`config.mk`:
```
export PLATFORM = sky130hd
export DESIGN_NAME = first_fit_heap_allocator
export DESIGN_NICKNAME = d
export VERILOG_FILES = /design/src/ffha_pkg.sv /design/src/ffha_ram.sv /design/src/first_fit_heap_allocator.sv
export SDC_FILE = /design/constraint.sdc
export NUM_CORES = 2
export LEC_CHECK = 0
export BUFFER_PORTS_ARGS = -buffer_cell sky130_fd_sc_hd__buf_2
export CORE_UTILIZATION = 30
export DETAILED_ROUTE_END_ITERATION = 8
export PLACE_DENSITY_LB_ADDON = 0.08
export SLEW_MARGIN = 40
export SYNTH_ARGS = -nofsm -noshare
export SYNTH_HDL_FRONTEND = slang
export SYNTH_SLANG_ARGS = --single-unit
```
`constraint.sdc`:
```
create_clock -name clk -period 8.52 [get_ports clk]
set_input_delay 1.704 -clock clk [delete_from_list [all_inputs] [get_ports clk]]
set_output_delay 1.704 -clock clk [all_outputs]
set_load 0.01 [all_outputs]
```
`src/ffha_pkg.sv`:
```
// Shared types and codes for the first-fit heap allocator.
// No dependencies; imported by the allocator top level, the checker and the testbench.
`default_nettype none
package ffha_pkg;

    localparam int AW = 23;
    localparam logic [AW-1:0] MASK23 = 23'h7FFFFF;

    typedef enum logic [1:0] {
        OP_ALLOC = 2'd0,
        OP_FREE  = 2'd1,
        OP_SIZE  = 2'd2,
        OP_NONE  = 2'd3
    } op_t;

    typedef enum logic [2:0] {
        ST_OK          = 3'd0,
        ST_OUT_OF_HEAP = 3'd1,
        ST_TABLE_FULL  = 3'd2,
        ST_NO_BLOCK    = 3'd3,
        ST_NULL        = 3'd4
    } status_t;

    typedef enum logic [3:0] {
        S_IDLE,
        S_FETCH,
        S_CHECK,
        S_SPLIT_A,
        S_SPLIT_B,
        S_NFETCH,
        S_NCHECK,
        S_PMERGE,
        S_GROW,
        S_ROUND,
        S_APPEND,
        S_LINK
    } state_t;

endpackage
`default_nettype wire

```
`src/ffha_ram.sv`:
```
// Generic simple dual-port RAM: one write port, one registered read port.
// No dependencies.
`default_nettype none
module ffha_ram #(
    parameter int WIDTH = 54,
    parameter int DEPTH = 64
) (
    input  wire logic                     clk,
    input  wire logic                     we,
    input  wire logic [$clog2(DEPTH)-1:0] waddr,
    input  wire logic [WIDTH-1:0]         wdata,
    input  wire logic [$clog2(DEPTH)-1:0] raddr,
    output logic      [WIDTH-1:0]         rdata
);

    logic [WIDTH-1:0] mem [DEPTH];

    always_ff @(posedge clk)
    begin
        if (we)
        begin
            mem[waddr] <= wdata;
        end
        rdata <= mem[raddr];
    end

endmodule
`default_nettype wire

```
`src/first_fit_heap_allocator.sv`:
```
// First-fit heap allocator with split and coalesce over an address-ordered block table.
// Depends on ffha_pkg and ffha_ram.
//
// Usage:
//   Request words enter on s_tvalid/s_tready. s_tuser[1:0] is the operation
//   (allocate, free, size query); s_tdata carries request_bytes and
//   payload_offset. One response word leaves on m_tvalid/m_tready with the
//   status in m_tuser and result_offset / block_bytes in m_tdata.
//   cfg_wr_en with cfg_wr_data writes heap_limit; write it only while idle.
// Sequence:
//   One request at a time. The block list is walked one entry at a time
//   (registered table read in S_FETCH, then compare in S_CHECK) until an entry
//   decides the request. A split then writes the tail (S_SPLIT_A) and the head
//   (S_SPLIT_B); a free checks a successor (S_NFETCH, S_NCHECK) and merges with
//   the predecessor in S_PMERGE; an append computes the new end (S_GROW), rounds
//   it up to a page (S_ROUND), writes the entry (S_APPEND) and, when the list is
//   not empty, links it (S_LINK). Null, unknown operations and offsets on an empty
//   list answer in the cycle after acceptance. PAGE_BYTES must be a power of two.
// Reset:
//   The heap is empty, heap_limit is 4 MiB; table contents need no clearing.
// Stall:
//   A response held by m_tready keeps s_tready low until it is taken.
`default_nettype none
module first_fit_heap_allocator
    import ffha_pkg::*;
#(
    parameter int MAX_BLOCKS   = 64,
    parameter int HEADER_BYTES = 12,
    parameter int PAGE_BYTES   = 4096
) (
    input  wire logic        clk,
    input  wire logic        rst_n,
    input  wire logic        s_tvalid,
    output logic             s_tready,
    input  wire logic [47:0] s_tdata,   // [22:0] request_bytes, [45:23] payload_offset
    input  wire logic [1:0]  s_tuser,   // [1:0] operation
    output logic             m_tvalid,
    input  wire logic        m_tready,
    output logic      [47:0] m_tdata,   // [22:0] result_offset, [45:23] block_bytes
    output logic      [2:0]  m_tuser,   // [2:0] status
    input  wire logic        cfg_wr_en,
    input  wire logic [22:0] cfg_wr_data
);

    localparam int IW  = $clog2(MAX_BLOCKS);
    localparam int NW  = AW + 1;              // rounded request size
    localparam int SW  = AW + 3;              // sums of offsets and sizes
    localparam logic [SW-1:0] HDR   = SW'(HEADER_BYTES);
    localparam logic [SW-1:0] PGM1  = SW'(PAGE_BYTES - 1);

    typedef struct packed {
        logic [AW-1:0] start;
        logic [AW-1:0] size;
        logic          free;
        logic          has_next;
        logic [IW-1:0] nxt;
    } entry_t;

    localparam int EW = $bits(entry_t);

    state_t          state_reg, state_next;
    op_t             op_reg, op_next;
    logic [NW-1:0]   need_reg, need_next;
    logic [AW-1:0]   off_reg, off_next;
    logic [IW-1:0]   cur_reg, cur_next;
    entry_t          prv_reg, prv_next;
    logic [IW-1:0]   prv_idx_reg, prv_idx_next;
    logic            prv_valid_reg, prv_valid_next;
    entry_t          b_reg, b_next;
    logic [IW-1:0]   b_idx_reg, b_idx_next;
    logic [IW-1:0]   new_slot_reg, new_slot_next;
    logic [MAX_BLOCKS-1:0] slot_reg, slot_next;
    logic            first_valid_reg, first_valid_next;
    logic [IW-1:0]   first_reg, first_next;
    logic [AW-1:0]   heap_top_reg, heap_top_next;
    logic [AW-1:0]   limit_reg;
    logic [SW-1:0]   new_end_reg, new_end_next;
    logic [SW-1:0]   rounded_reg, rounded_next;
    logic            out_valid_reg, out_valid_next;
    status_t         out_status_reg, out_status_next;
    logic [AW-1:0]   out_off_reg, out_off_next;
    logic [AW-1:0]   out_bytes_reg, out_bytes_next;

    logic            ram_we;
    logic [IW-1:0]   ram_waddr, ram_raddr;
    entry_t          ram_wdata, ram_rdata;
    logic [EW-1:0]   ram_rbits;

    logic [MAX_BLOCKS-1:0] vacant, vacant_low;
    logic [IW-1:0]   vacant_idx;
    logic            vacant_any;

    logic            accept;
    logic [AW-1:0]   in_req, in_off;
    logic [NW-1:0]   in_need;

    ffha_ram #(
        .WIDTH (EW),
        .DEPTH (MAX_BLOCKS)
    ) u_table (
        .clk   (clk),
        .we    (ram_we),
        .waddr (ram_waddr),
        .wdata (ram_wdata),
        .raddr (ram_raddr),
        .rdata (ram_rbits)
    );

    assign ram_rdata = entry_t'(ram_rbits);

    // lowest vacant slot: isolate the lowest set bit, then encode it
    always_comb
    begin
        vacant     = ~slot_reg;
        vacant_low = vacant & (~vacant + MAX_BLOCKS'(1));
        vacant_any = |vacant;
        vacant_idx = '0;
        for (int i = 0; i < MAX_BLOCKS; i++)
        begin
            if (vacant_low[i])
            begin
                vacant_idx = vacant_idx | IW'(i);
            end
        end
    end

    assign s_tready = (state_reg == S_IDLE) && !out_valid_reg;
    assign accept   = s_tvalid && s_tready;
    assign in_req   = s_tdata[22:0];
    assign in_off   = s_tdata[45:23];
    assign in_need  = ({1'b0, in_req} + NW'(7)) & ~NW'(7);

    assign m_tvalid = out_valid_reg;
    assign m_tuser  = out_status_reg;
    assign m_tdata  = {2'b00, out_bytes_reg, out_off_reg};

    always_comb
    begin
        state_next       = state_reg;
        op_next          = op_reg;
        need_next        = need_reg;
        off_next         = off_reg;
        cur_next         = cur_reg;
        prv_next         = prv_reg;
        prv_idx_next     = prv_idx_reg;
        prv_valid_next   = prv_valid_reg;
        b_next           = b_reg;
        b_idx_next       = b_idx_reg;
        new_slot_next    = new_slot_reg;
        slot_next        = slot_reg;
        first_valid_next = first_valid_reg;
        first_next       = first_reg;
        heap_top_next    = heap_top_reg;
        new_end_next     = new_end_reg;
        rounded_next     = rounded_reg;
        out_valid_next   = out_valid_reg && !m_tready;
        out_status_next  = out_status_reg;
        out_off_next     = out_off_reg;
        out_bytes_next   = out_bytes_reg;
        ram_we           = 1'b0;
        ram_waddr        = cur_reg;
        ram_wdata        = b_reg;
        ram_raddr        = cur_reg;

        unique case (state_reg)
            S_IDLE:
            begin
                if (accept)
                begin
                    op_next         = op_t'(s_tuser);
                    need_next       = in_need;
                    off_next        = in_off;
                    cur_next        = first_reg;
                    prv_valid_next  = 1'b0;
                    out_status_next = ST_OK;
                    out_off_next    = '0;
                    out_bytes_next  = '0;
                    unique case (op_t'(s_tuser))
                        OP_ALLOC:
                        begin
                            state_next = first_valid_reg ? S_FETCH : S_GROW;
                        end
                        OP_FREE, OP_SIZE:
                        begin
                            if (in_off == '0)
                            begin
                                out_status_next = ST_NULL;
                                out_valid_next  = 1'b1;
                            end
                            else if (!first_valid_reg)
                            begin
                                out_status_next = ST_NO_BLOCK;
                                out_valid_next  = 1'b1;
                            end
                            else
                            begin
                                state_next = S_FETCH;
                            end
                        end
                        default:
                        begin
                            out_status_next = ST_NO_BLOCK;
                            out_valid_next  = 1'b1;
                        end
                    endcase
                end
            end

            S_FETCH:
            begin
                state_next = S_CHECK;
            end

            S_CHECK:
            begin
                if (op_reg == OP_ALLOC)
                begin
                    if (ram_rdata.free && ({1'b0, ram_rdata.size} >= need_reg))
                    begin
                        b_next     = ram_rdata;
                        b_idx_next = cur_reg;
                        if ((SW'(ram_rdata.size) > SW'(need_reg) + HDR + SW'(8)) && vacant_any)
                        begin
                            new_slot_next = vacant_idx;
                            state_next    = S_SPLIT_A;
                        end
                        else
                        begin
                            // hand the block out whole
                            ram_we          = 1'b1;
                            ram_waddr       = cur_reg;
                            ram_wdata       = ram_rdata;
                            ram_wdata.free  = 1'b0;
                            out_off_next    = AW'(SW'(ram_rdata.start) + HDR);
                            out_bytes_next  = ram_rdata.size;
                            out_valid_next  = 1'b1;
                            state_next      = S_IDLE;
                        end
                    end
                    else
                    begin
                        prv_next       = ram_rdata;
                        prv_idx_next   = cur_reg;
                        prv_valid_next = 1'b1;
                        cur_next       = ram_rdata.nxt;
                        state_next     = ram_rdata.has_next ? S_FETCH : S_GROW;
                    end
                end
                else if (SW'(ram_rdata.start) + HDR == SW'(off_reg))
                begin
                    if (op_reg == OP_SIZE)
                    begin
                        out_bytes_next = ram_rdata.size;
                        out_valid_next = 1'b1;
                        state_next     = S_IDLE;
                    end
                    else
                    begin
                        b_next      = ram_rdata;
                        b_next.free = 1'b1;
                        b_idx_next  = cur_reg;
                        cur_next    = ram_rdata.nxt;
                        state_next  = ram_rdata.has_next ? S_NFETCH : S_PMERGE;
                    end
                end
                else
                begin
                    prv_next       = ram_rdata;
                    prv_idx_next   = cur_reg;
                    prv_valid_next = 1'b1;
                    cur_next       = ram_rdata.nxt;
                    if (ram_rdata.has_next)
                    begin
                        state_next = S_FETCH;
                    end
                    else
                    begin
                        out_status_next = ST_NO_BLOCK;
                        out_valid_next  = 1'b1;
                        state_next      = S_IDLE;
                    end
                end
            end

            S_SPLIT_A:
            begin
                // tail of the split block becomes a new free block
                ram_we             = 1'b1;
                ram_waddr          = new_slot_reg;
                ram_wdata.start    = AW'(SW'(b_reg.start) + HDR + SW'(need_reg));
                ram_wdata.size     = AW'(SW'(b_reg.size) - SW'(need_reg) - HDR);
                ram_wdata.free     = 1'b1;
                ram_wdata.has_next = b_reg.has_next;
                ram_wdata.nxt      = b_reg.nxt;
                slot_next[new_slot_reg] = 1'b1;
                state_next         = S_SPLIT_B;
            end

            S_SPLIT_B:
            begin
                ram_we             = 1'b1;
                ram_waddr          = b_idx_reg;
                ram_wdata          = b_reg;
                ram_wdata.free     = 1'b0;
                ram_wdata.size     = need_reg[AW-1:0];
                ram_wdata.has_next = 1'b1;
                ram_wdata.nxt      = new_slot_reg;
                out_off_next       = AW'(SW'(b_reg.start) + HDR);
                out_bytes_next     = need_reg[AW-1:0];
                out_valid_next     = 1'b1;
                state_next         = S_IDLE;
            end

            S_NFETCH:
            begin
                state_next = S_NCHECK;
            end

            S_NCHECK:
            begin
                // absorb a contiguous free successor
                if (ram_rdata.free &&
                    (SW'(b_reg.start) + HDR + SW'(b_reg.size) == SW'(ram_rdata.start)))
                begin
                    b_next.size     = AW'(SW'(b_reg.size) + HDR + SW'(ram_rdata.size));
                    b_next.has_next = ram_rdata.has_next;
                    b_next.nxt      = ram_rdata.nxt;
                    slot_next[cur_reg] = 1'b0;
                end
                state_next = S_PMERGE;
            end

            S_PMERGE:
            begin
                ram_we = 1'b1;
                if (prv_valid_reg && prv_reg.free &&
                    (SW'(prv_reg.start) + HDR + SW'(prv_reg.size) == SW'(b_reg.start)))
                begin
                    ram_waddr          = prv_idx_reg;
                    ram_wdata          = prv_reg;
                    ram_wdata.size     = AW'(SW'(prv_reg.size) + HDR + SW'(b_reg.size));
                    ram_wdata.has_next = b_reg.has_next;
                    ram_wdata.nxt      = b_reg.nxt;
                    slot_next[b_idx_reg] = 1'b0;
                end
                else
                begin
                    ram_waddr = b_idx_reg;
                    ram_wdata = b_reg;
                end
                out_valid_next = 1'b1;
                state_next     = S_IDLE;
            end

            S_GROW:
            begin
                new_end_next = SW'(heap_top_reg) + SW'(need_reg) + HDR;
                state_next   = S_ROUND;
            end

            S_ROUND:
            begin
                // round the new end up to a whole page
                rounded_next = (new_end_reg + PGM1) & ~PGM1;
                state_next   = S_APPEND;
            end

            S_APPEND:
            begin
                state_next = S_IDLE;
                if ((new_end_reg > SW'(limit_reg)) || (rounded_reg > SW'(MASK23)))
                begin
                    out_status_next = ST_OUT_OF_HEAP;
                    out_valid_next  = 1'b1;
                end
                else if (!vacant_any)
                begin
                    out_status_next = ST_TABLE_FULL;
                    out_valid_next  = 1'b1;
                end
                else
                begin
                    ram_we             = 1'b1;
                    ram_waddr          = vacant_idx;
                    ram_wdata.start    = heap_top_reg;
                    ram_wdata.size     = need_reg[AW-1:0];
                    ram_wdata.free     = 1'b0;
                    ram_wdata.has_next = 1'b0;
                    ram_wdata.nxt      = '0;
                    slot_next[vacant_idx] = 1'b1;
                    new_slot_next      = vacant_idx;
                    out_off_next       = AW'(SW'(heap_top_reg) + HDR);
                    out_bytes_next     = need_reg[AW-1:0];
                    heap_top_next      = rounded_reg[AW-1:0];
                    if (prv_valid_reg)
                    begin
                        state_next = S_LINK;
                    end
                    else
                    begin
                        first_valid_next = 1'b1;
                        first_next       = vacant_idx;
                        out_valid_next   = 1'b1;
                    end
                end
            end

            S_LINK:
            begin
                ram_we             = 1'b1;
                ram_waddr          = prv_idx_reg;
                ram_wdata          = prv_reg;
                ram_wdata.has_next = 1'b1;
                ram_wdata.nxt      = new_slot_reg;
                out_valid_next     = 1'b1;
                state_next         = S_IDLE;
            end

            default:
            begin
                state_next = S_IDLE;
            end
        endcase
    end

    always_ff @(posedge clk or negedge rst_n)
    begin
        if (!rst_n)
        begin
            state_reg       <= S_IDLE;
            slot_reg        <= '0;
            first_valid_reg <= 1'b0;
            first_reg       <= '0;
            heap_top_reg    <= '0;
            limit_reg       <= 23'd4194304;
            out_valid_reg   <= 1'b0;
            prv_valid_reg   <= 1'b0;
        end
        else
        begin
            state_reg       <= state_next;
            slot_reg        <= slot_next;
            first_valid_reg <= first_valid_next;
            first_reg       <= first_next;
            heap_top_reg    <= heap_top_next;
            out_valid_reg   <= out_valid_next;
            prv_valid_reg   <= prv_valid_next;
            if (cfg_wr_en)
            begin
                limit_reg <= cfg_wr_data;
            end
        end
    end

    always_ff @(posedge clk)
    begin
        op_reg         <= op_next;
        need_reg       <= need_next;
        off_reg        <= off_next;
        cur_reg        <= cur_next;
        prv_reg        <= prv_next;
        prv_idx_reg    <= prv_idx_next;
        b_reg          <= b_next;
        b_idx_reg      <= b_idx_next;
        new_slot_reg   <= new_slot_next;
        new_end_reg    <= new_end_next;
        rounded_reg    <= rounded_next;
        out_status_reg <= out_status_next;
        out_off_reg    <= out_off_next;
        out_bytes_reg  <= out_bytes_next;
    end

    a_no_write_idle: assert property (@(posedge clk) disable iff (!rst_n)
        (state_reg == S_IDLE) |-> !ram_we)
        else $error("table written while idle");

    a_accept_progress: assert property (@(posedge clk) disable iff (!rst_n)
        accept |=> ((state_reg != S_IDLE) || out_valid_reg))
        else $error("accepted word neither worked on nor answered");

    a_list_head: assert property (@(posedge clk) disable iff (!rst_n)
        (state_reg == S_IDLE) |-> (first_valid_reg == (slot_reg != '0)))
        else $error("list head and slot map disagree");

endmodule
`default_nettype wire

```
==> impl_metrics.yaml <==
clocking:
  cts_buffer_depth: 4
  cts_root_buf: "clkbuf_16"
  numCtsBuffers: 431
  htree_levels: 5
  hold_buffers: 0
  clk_latency_ns: 1.07
  clock_sinks: 3877
  path_clk_slew_ns: 0.06
  cts_resized: 0
  post-cts-setup-buffers: 0
  cts_tree: "yes"
route:
  wirelength_mm: 656
  num_vias: 102307
  drt-vias-per-instance: 5.76
  first_iter_violations: 12131
  postRouteAntennaNets: 0
  wl_per_cell_microns: 36.9
  firstDrtPassIters: 6
  drc: 0
power_and_ir_drop:
  p_leak_uw: 0.0591
  irDropWorstVdd_mv: 0.191
  powerDensity_nw_per_um2: 329
  combPwrFrac: 0.283
  switchingPower_uw: 21500
  p_seq_frac: 0.411
  power.internal_uw: 39200
  swShare: 0.354
  fin_total_pwr_uw: 60700
  clkPwrFrac: 0.305
synthesis:
  ys_warn_count: 0
  synth_ff_type: "edfxtp_1"
  synthArstFlopShare: 0.0286
  synth-seq-cells: 3877
  yosysUniqueCellTypes: 94
  synth-seq-area-share: 0.736
  syn_area_sq_um: 157000
  synth_edf_count: 3712
  synth_area_per_cell_sq_um: 15.6
  synthCells: 10037
final_layout:
  final_net_count: 10823
  syn_to_final_growth_pct: 17.8
  drive_gt1_frac: 0.138
  largest_reg_flops: 3456
worst_hold_path:
  hold_end: "heap_top_reg[13]"
  min_delay_path_depth: 1
  min_from: "rounded_reg[13]"
  hold_class: "reg -> reg"
timing:
  tightest_slew_ns: 1.02
  finalCriticalPeriod_ns: 7.21
  setup-violations-final: 0
  setup_tns_ns: 0
  fmax_ghz: 0.139
  finalMaxSlewViolations: 0
  slew-limit-headroom: 0.302
  rsz0062_at_grt: "no"
  hold_viol: 0
  finalCritPeriodShare: 0.846
  fin_skew_ns: 0.119
die:
  die_w_microns: 725
  die_area_sq_um: 526000
  start_util: 0.301
  io_pins: 131
  core_area_sq_um: 521000
  num_rows: 265
  die_height_microns: 725
worst_setup_path:
  crit_type: "reg -> reg"
  required_ns: 9.14
  end_kind: "register"
  arrival_ns: 7.83
  r2r_cells: 15
  r2r-start: "prv_reg[12]"
  cp-start-kind: "register"
  r2r-end: "u_table.mem[55][30]"
  crit_path_max_fanout: 35
  r2r_setup_slack_ns: 1.31
place:
  numPortBuffers: 126
  dp_hpwl_mm: 390
  place.gp.congestion: 0.890
grt:
  grt_start_max_net_pins: 75
  grt_pass1_wl_mm: 883
  grt_pass1_vias: 99416
  grt_overflow: 0
  grt_usage: 0.241
  antenna_found_initial: 51
outcome:
  status: "complete, no violations"
job:
  maxCapViolCount: 0
area by class of cell:
cell class	count	area, sq um
Multi-Input combinational cell	5295	39500
Inverter	255	957
Fill cell	49410	336000
Sequential cell	3877	115000
Clock inverter	252	2560
Antenna cell	18	45.0
Timing Repair Buffer	591	6210
Clock buffer	538	11400
Tap cell	6942	8690
cell usage after synthesis, types with 24 or more instances:
| library cell | count | area, sq um |
|---|---|---|
| nand3_1 | 162 | 811 |
| a31oi_1 | 365 | 2280 |
| or3_1 | 25 | 156 |
| o221ai_2 | 25 | 375 |
| o211ai_1 | 68 | 510 |
| a21oi_1 | 291 | 1460 |
| a211oi_1 | 31 | 233 |
| a221o_1 | 33 | 330 |
| a22oi_1 | 1095 | 8220 |
| o221ai_1 | 74 | 648 |
| a221oi_1 | 370 | 3240 |
| nor3_1 | 160 | 801 |
| or4_1 | 24 | 180 |
| nand2_1 | 385 | 1450 |
| nand4_1 | 158 | 988 |
| ha_1 | 289 | 3620 |
| o22ai_1 | 49 | 307 |
| and3_1 | 37 | 231 |
| edfxtp_1 | 3712 | 111000 |
| o21a_1 | 29 | 218 |
| nand2b_1 | 38 | 238 |
| a21o_1 | 48 | 360 |
| o21ai_0 | 193 | 966 |
| buf_1 | 123 | 462 |
| dfrtp_1 | 110 | 2750 |
| inv_1 | 255 | 957 |
| xor2_1 | 89 | 780 |
| nor2b_1 | 40 | 250 |
| a22o_1 | 357 | 3130 |
| xnor2_1 | 165 | 1450 |
| nor4_1 | 98 | 613 |
| clkbuf_1 | 457 | 1720 |
| mux2_2 | 25 | 282 |
| nor2_1 | 218 | 818 |
| dfxtp_1 | 54 | 1080 |
through the flow:
| stage | utilization | instance area [sq um] | setup slack, ns | cells | hold WS [ns] |
|---|---|---|---|---|---|
| 2_1_floorplan | - | 157000 | -0.152 | 10038 | 0.408 |
| 3_3_place_gp | 0.327 | 170000 | 1.10 | 16945 | 0.453 |
| 3_5_place_dp | 0.327 | 170000 | 1.44 | 16952 | 0.465 |
| 4_1_cts | 0.354 | 184000 | 1.40 | 17742 | 0.473 |
| 5_1_grt | 0.355 | 185000 | 1.25 | 17753 | 0.493 |
| 6_report | 0.355 | 185000 | 1.31 | 17768 | 0.478 |
critical path, cell delays in order, from the launching register on:
cell and delay (ns):
edfxtp_1 0.47, ha_1 0.38, ha_1 0.37, a21oi_1 0.40, nand2_1 0.19, a31oi_1 0.57, nor3_1 0.18, or4_1 0.58
nor4_1 0.42, and4b_1 0.46, and2_1 0.60, mux2_2 0.44, a2111o_1 0.42, buf_4 0.27, nor3_2 0.42, buf_12 0.46
power groups by stage:
| stage | clock network, uW | logic [uW] | registers (uW) |
|---|---|---|---|
| 3_3_place_gp | 0 | 16800 | 25400 |
| 3_5_place_dp | 0 | 17100 | 25400 |
| 6_report | 18500 | 17200 | 25000 |
| 2_1_floorplan | 0 | 8440 | 25100 |
| 5_1_grt | 19600 | 18200 | 25000 |
| 4_1_cts | 18900 | 17100 | 25000 |
cell families (layout without fill, tap and decap cells):
family / after synthesis / count (layout) / share of synthesized area
adder cells (fa/ha/maj): 294 / 294 / 0.0237
flip-flops: 3877 / 3877 / 0.736
multiplexers: 40 / 40 / 0.00275
AND/OR/NAND/NOR: 1473 / 1473 / 0.0483
buffers and inverters: 866 / 1636 / 0.0213
XOR/XNOR: 262 / 262 / 0.0152
AO/OA/AOI/OAI: 3224 / 3224 / 0.153
other: 1 / 20 / 0.0000239
per-layer routing:
| metal | global-route usage | part of all wire | vias to the layer above |
|---|---|---|---|
| met5 | 0 | 0.000046 | - |
| met4 | 0.0633 | 0.028 | 6 |
| met3 | 0.0317 | 0.065 | 786 |
| met2 | 0.386 | 0.46 | 4266 |
| met1 | 0.344 | 0.45 | 54811 |
| li1 | - | - | 42438 |
how the worst max path moves through the flow:
stage,end,from,depth (start not counted)
after floorplan,u_table.mem[15][0],prv_reg[9],18
after global placement,u_table.mem[13][22],prv_reg[27],15
after detailed placement,u_table.mem[13][47],prv_reg[9],18
after CTS,u_table.mem[25][5],prv_reg[9],16
after global routing,u_table.mem[13][42],prv_reg[9],18
final,u_table.mem[55][30],prv_reg[12],15
cell usage in the layout (no fill, tap or decap), types with 250 or more instances in the layout:
| cell type | n |
|---|---|
| a21oi_1 | 280 |
| a221oi_1 | 369 |
| a22o_1 | 357 |
| a22oi_1 | 1095 |
| a31oi_1 | 361 |
| buf_4 | 294 |
| clkbuf_16 | 432 |
| edfxtp_1 | 3712 |
| ha_1 | 289 |
| inv_1 | 250 |
| nand2_1 | 374 |
(Power assumes the default switching activity.)
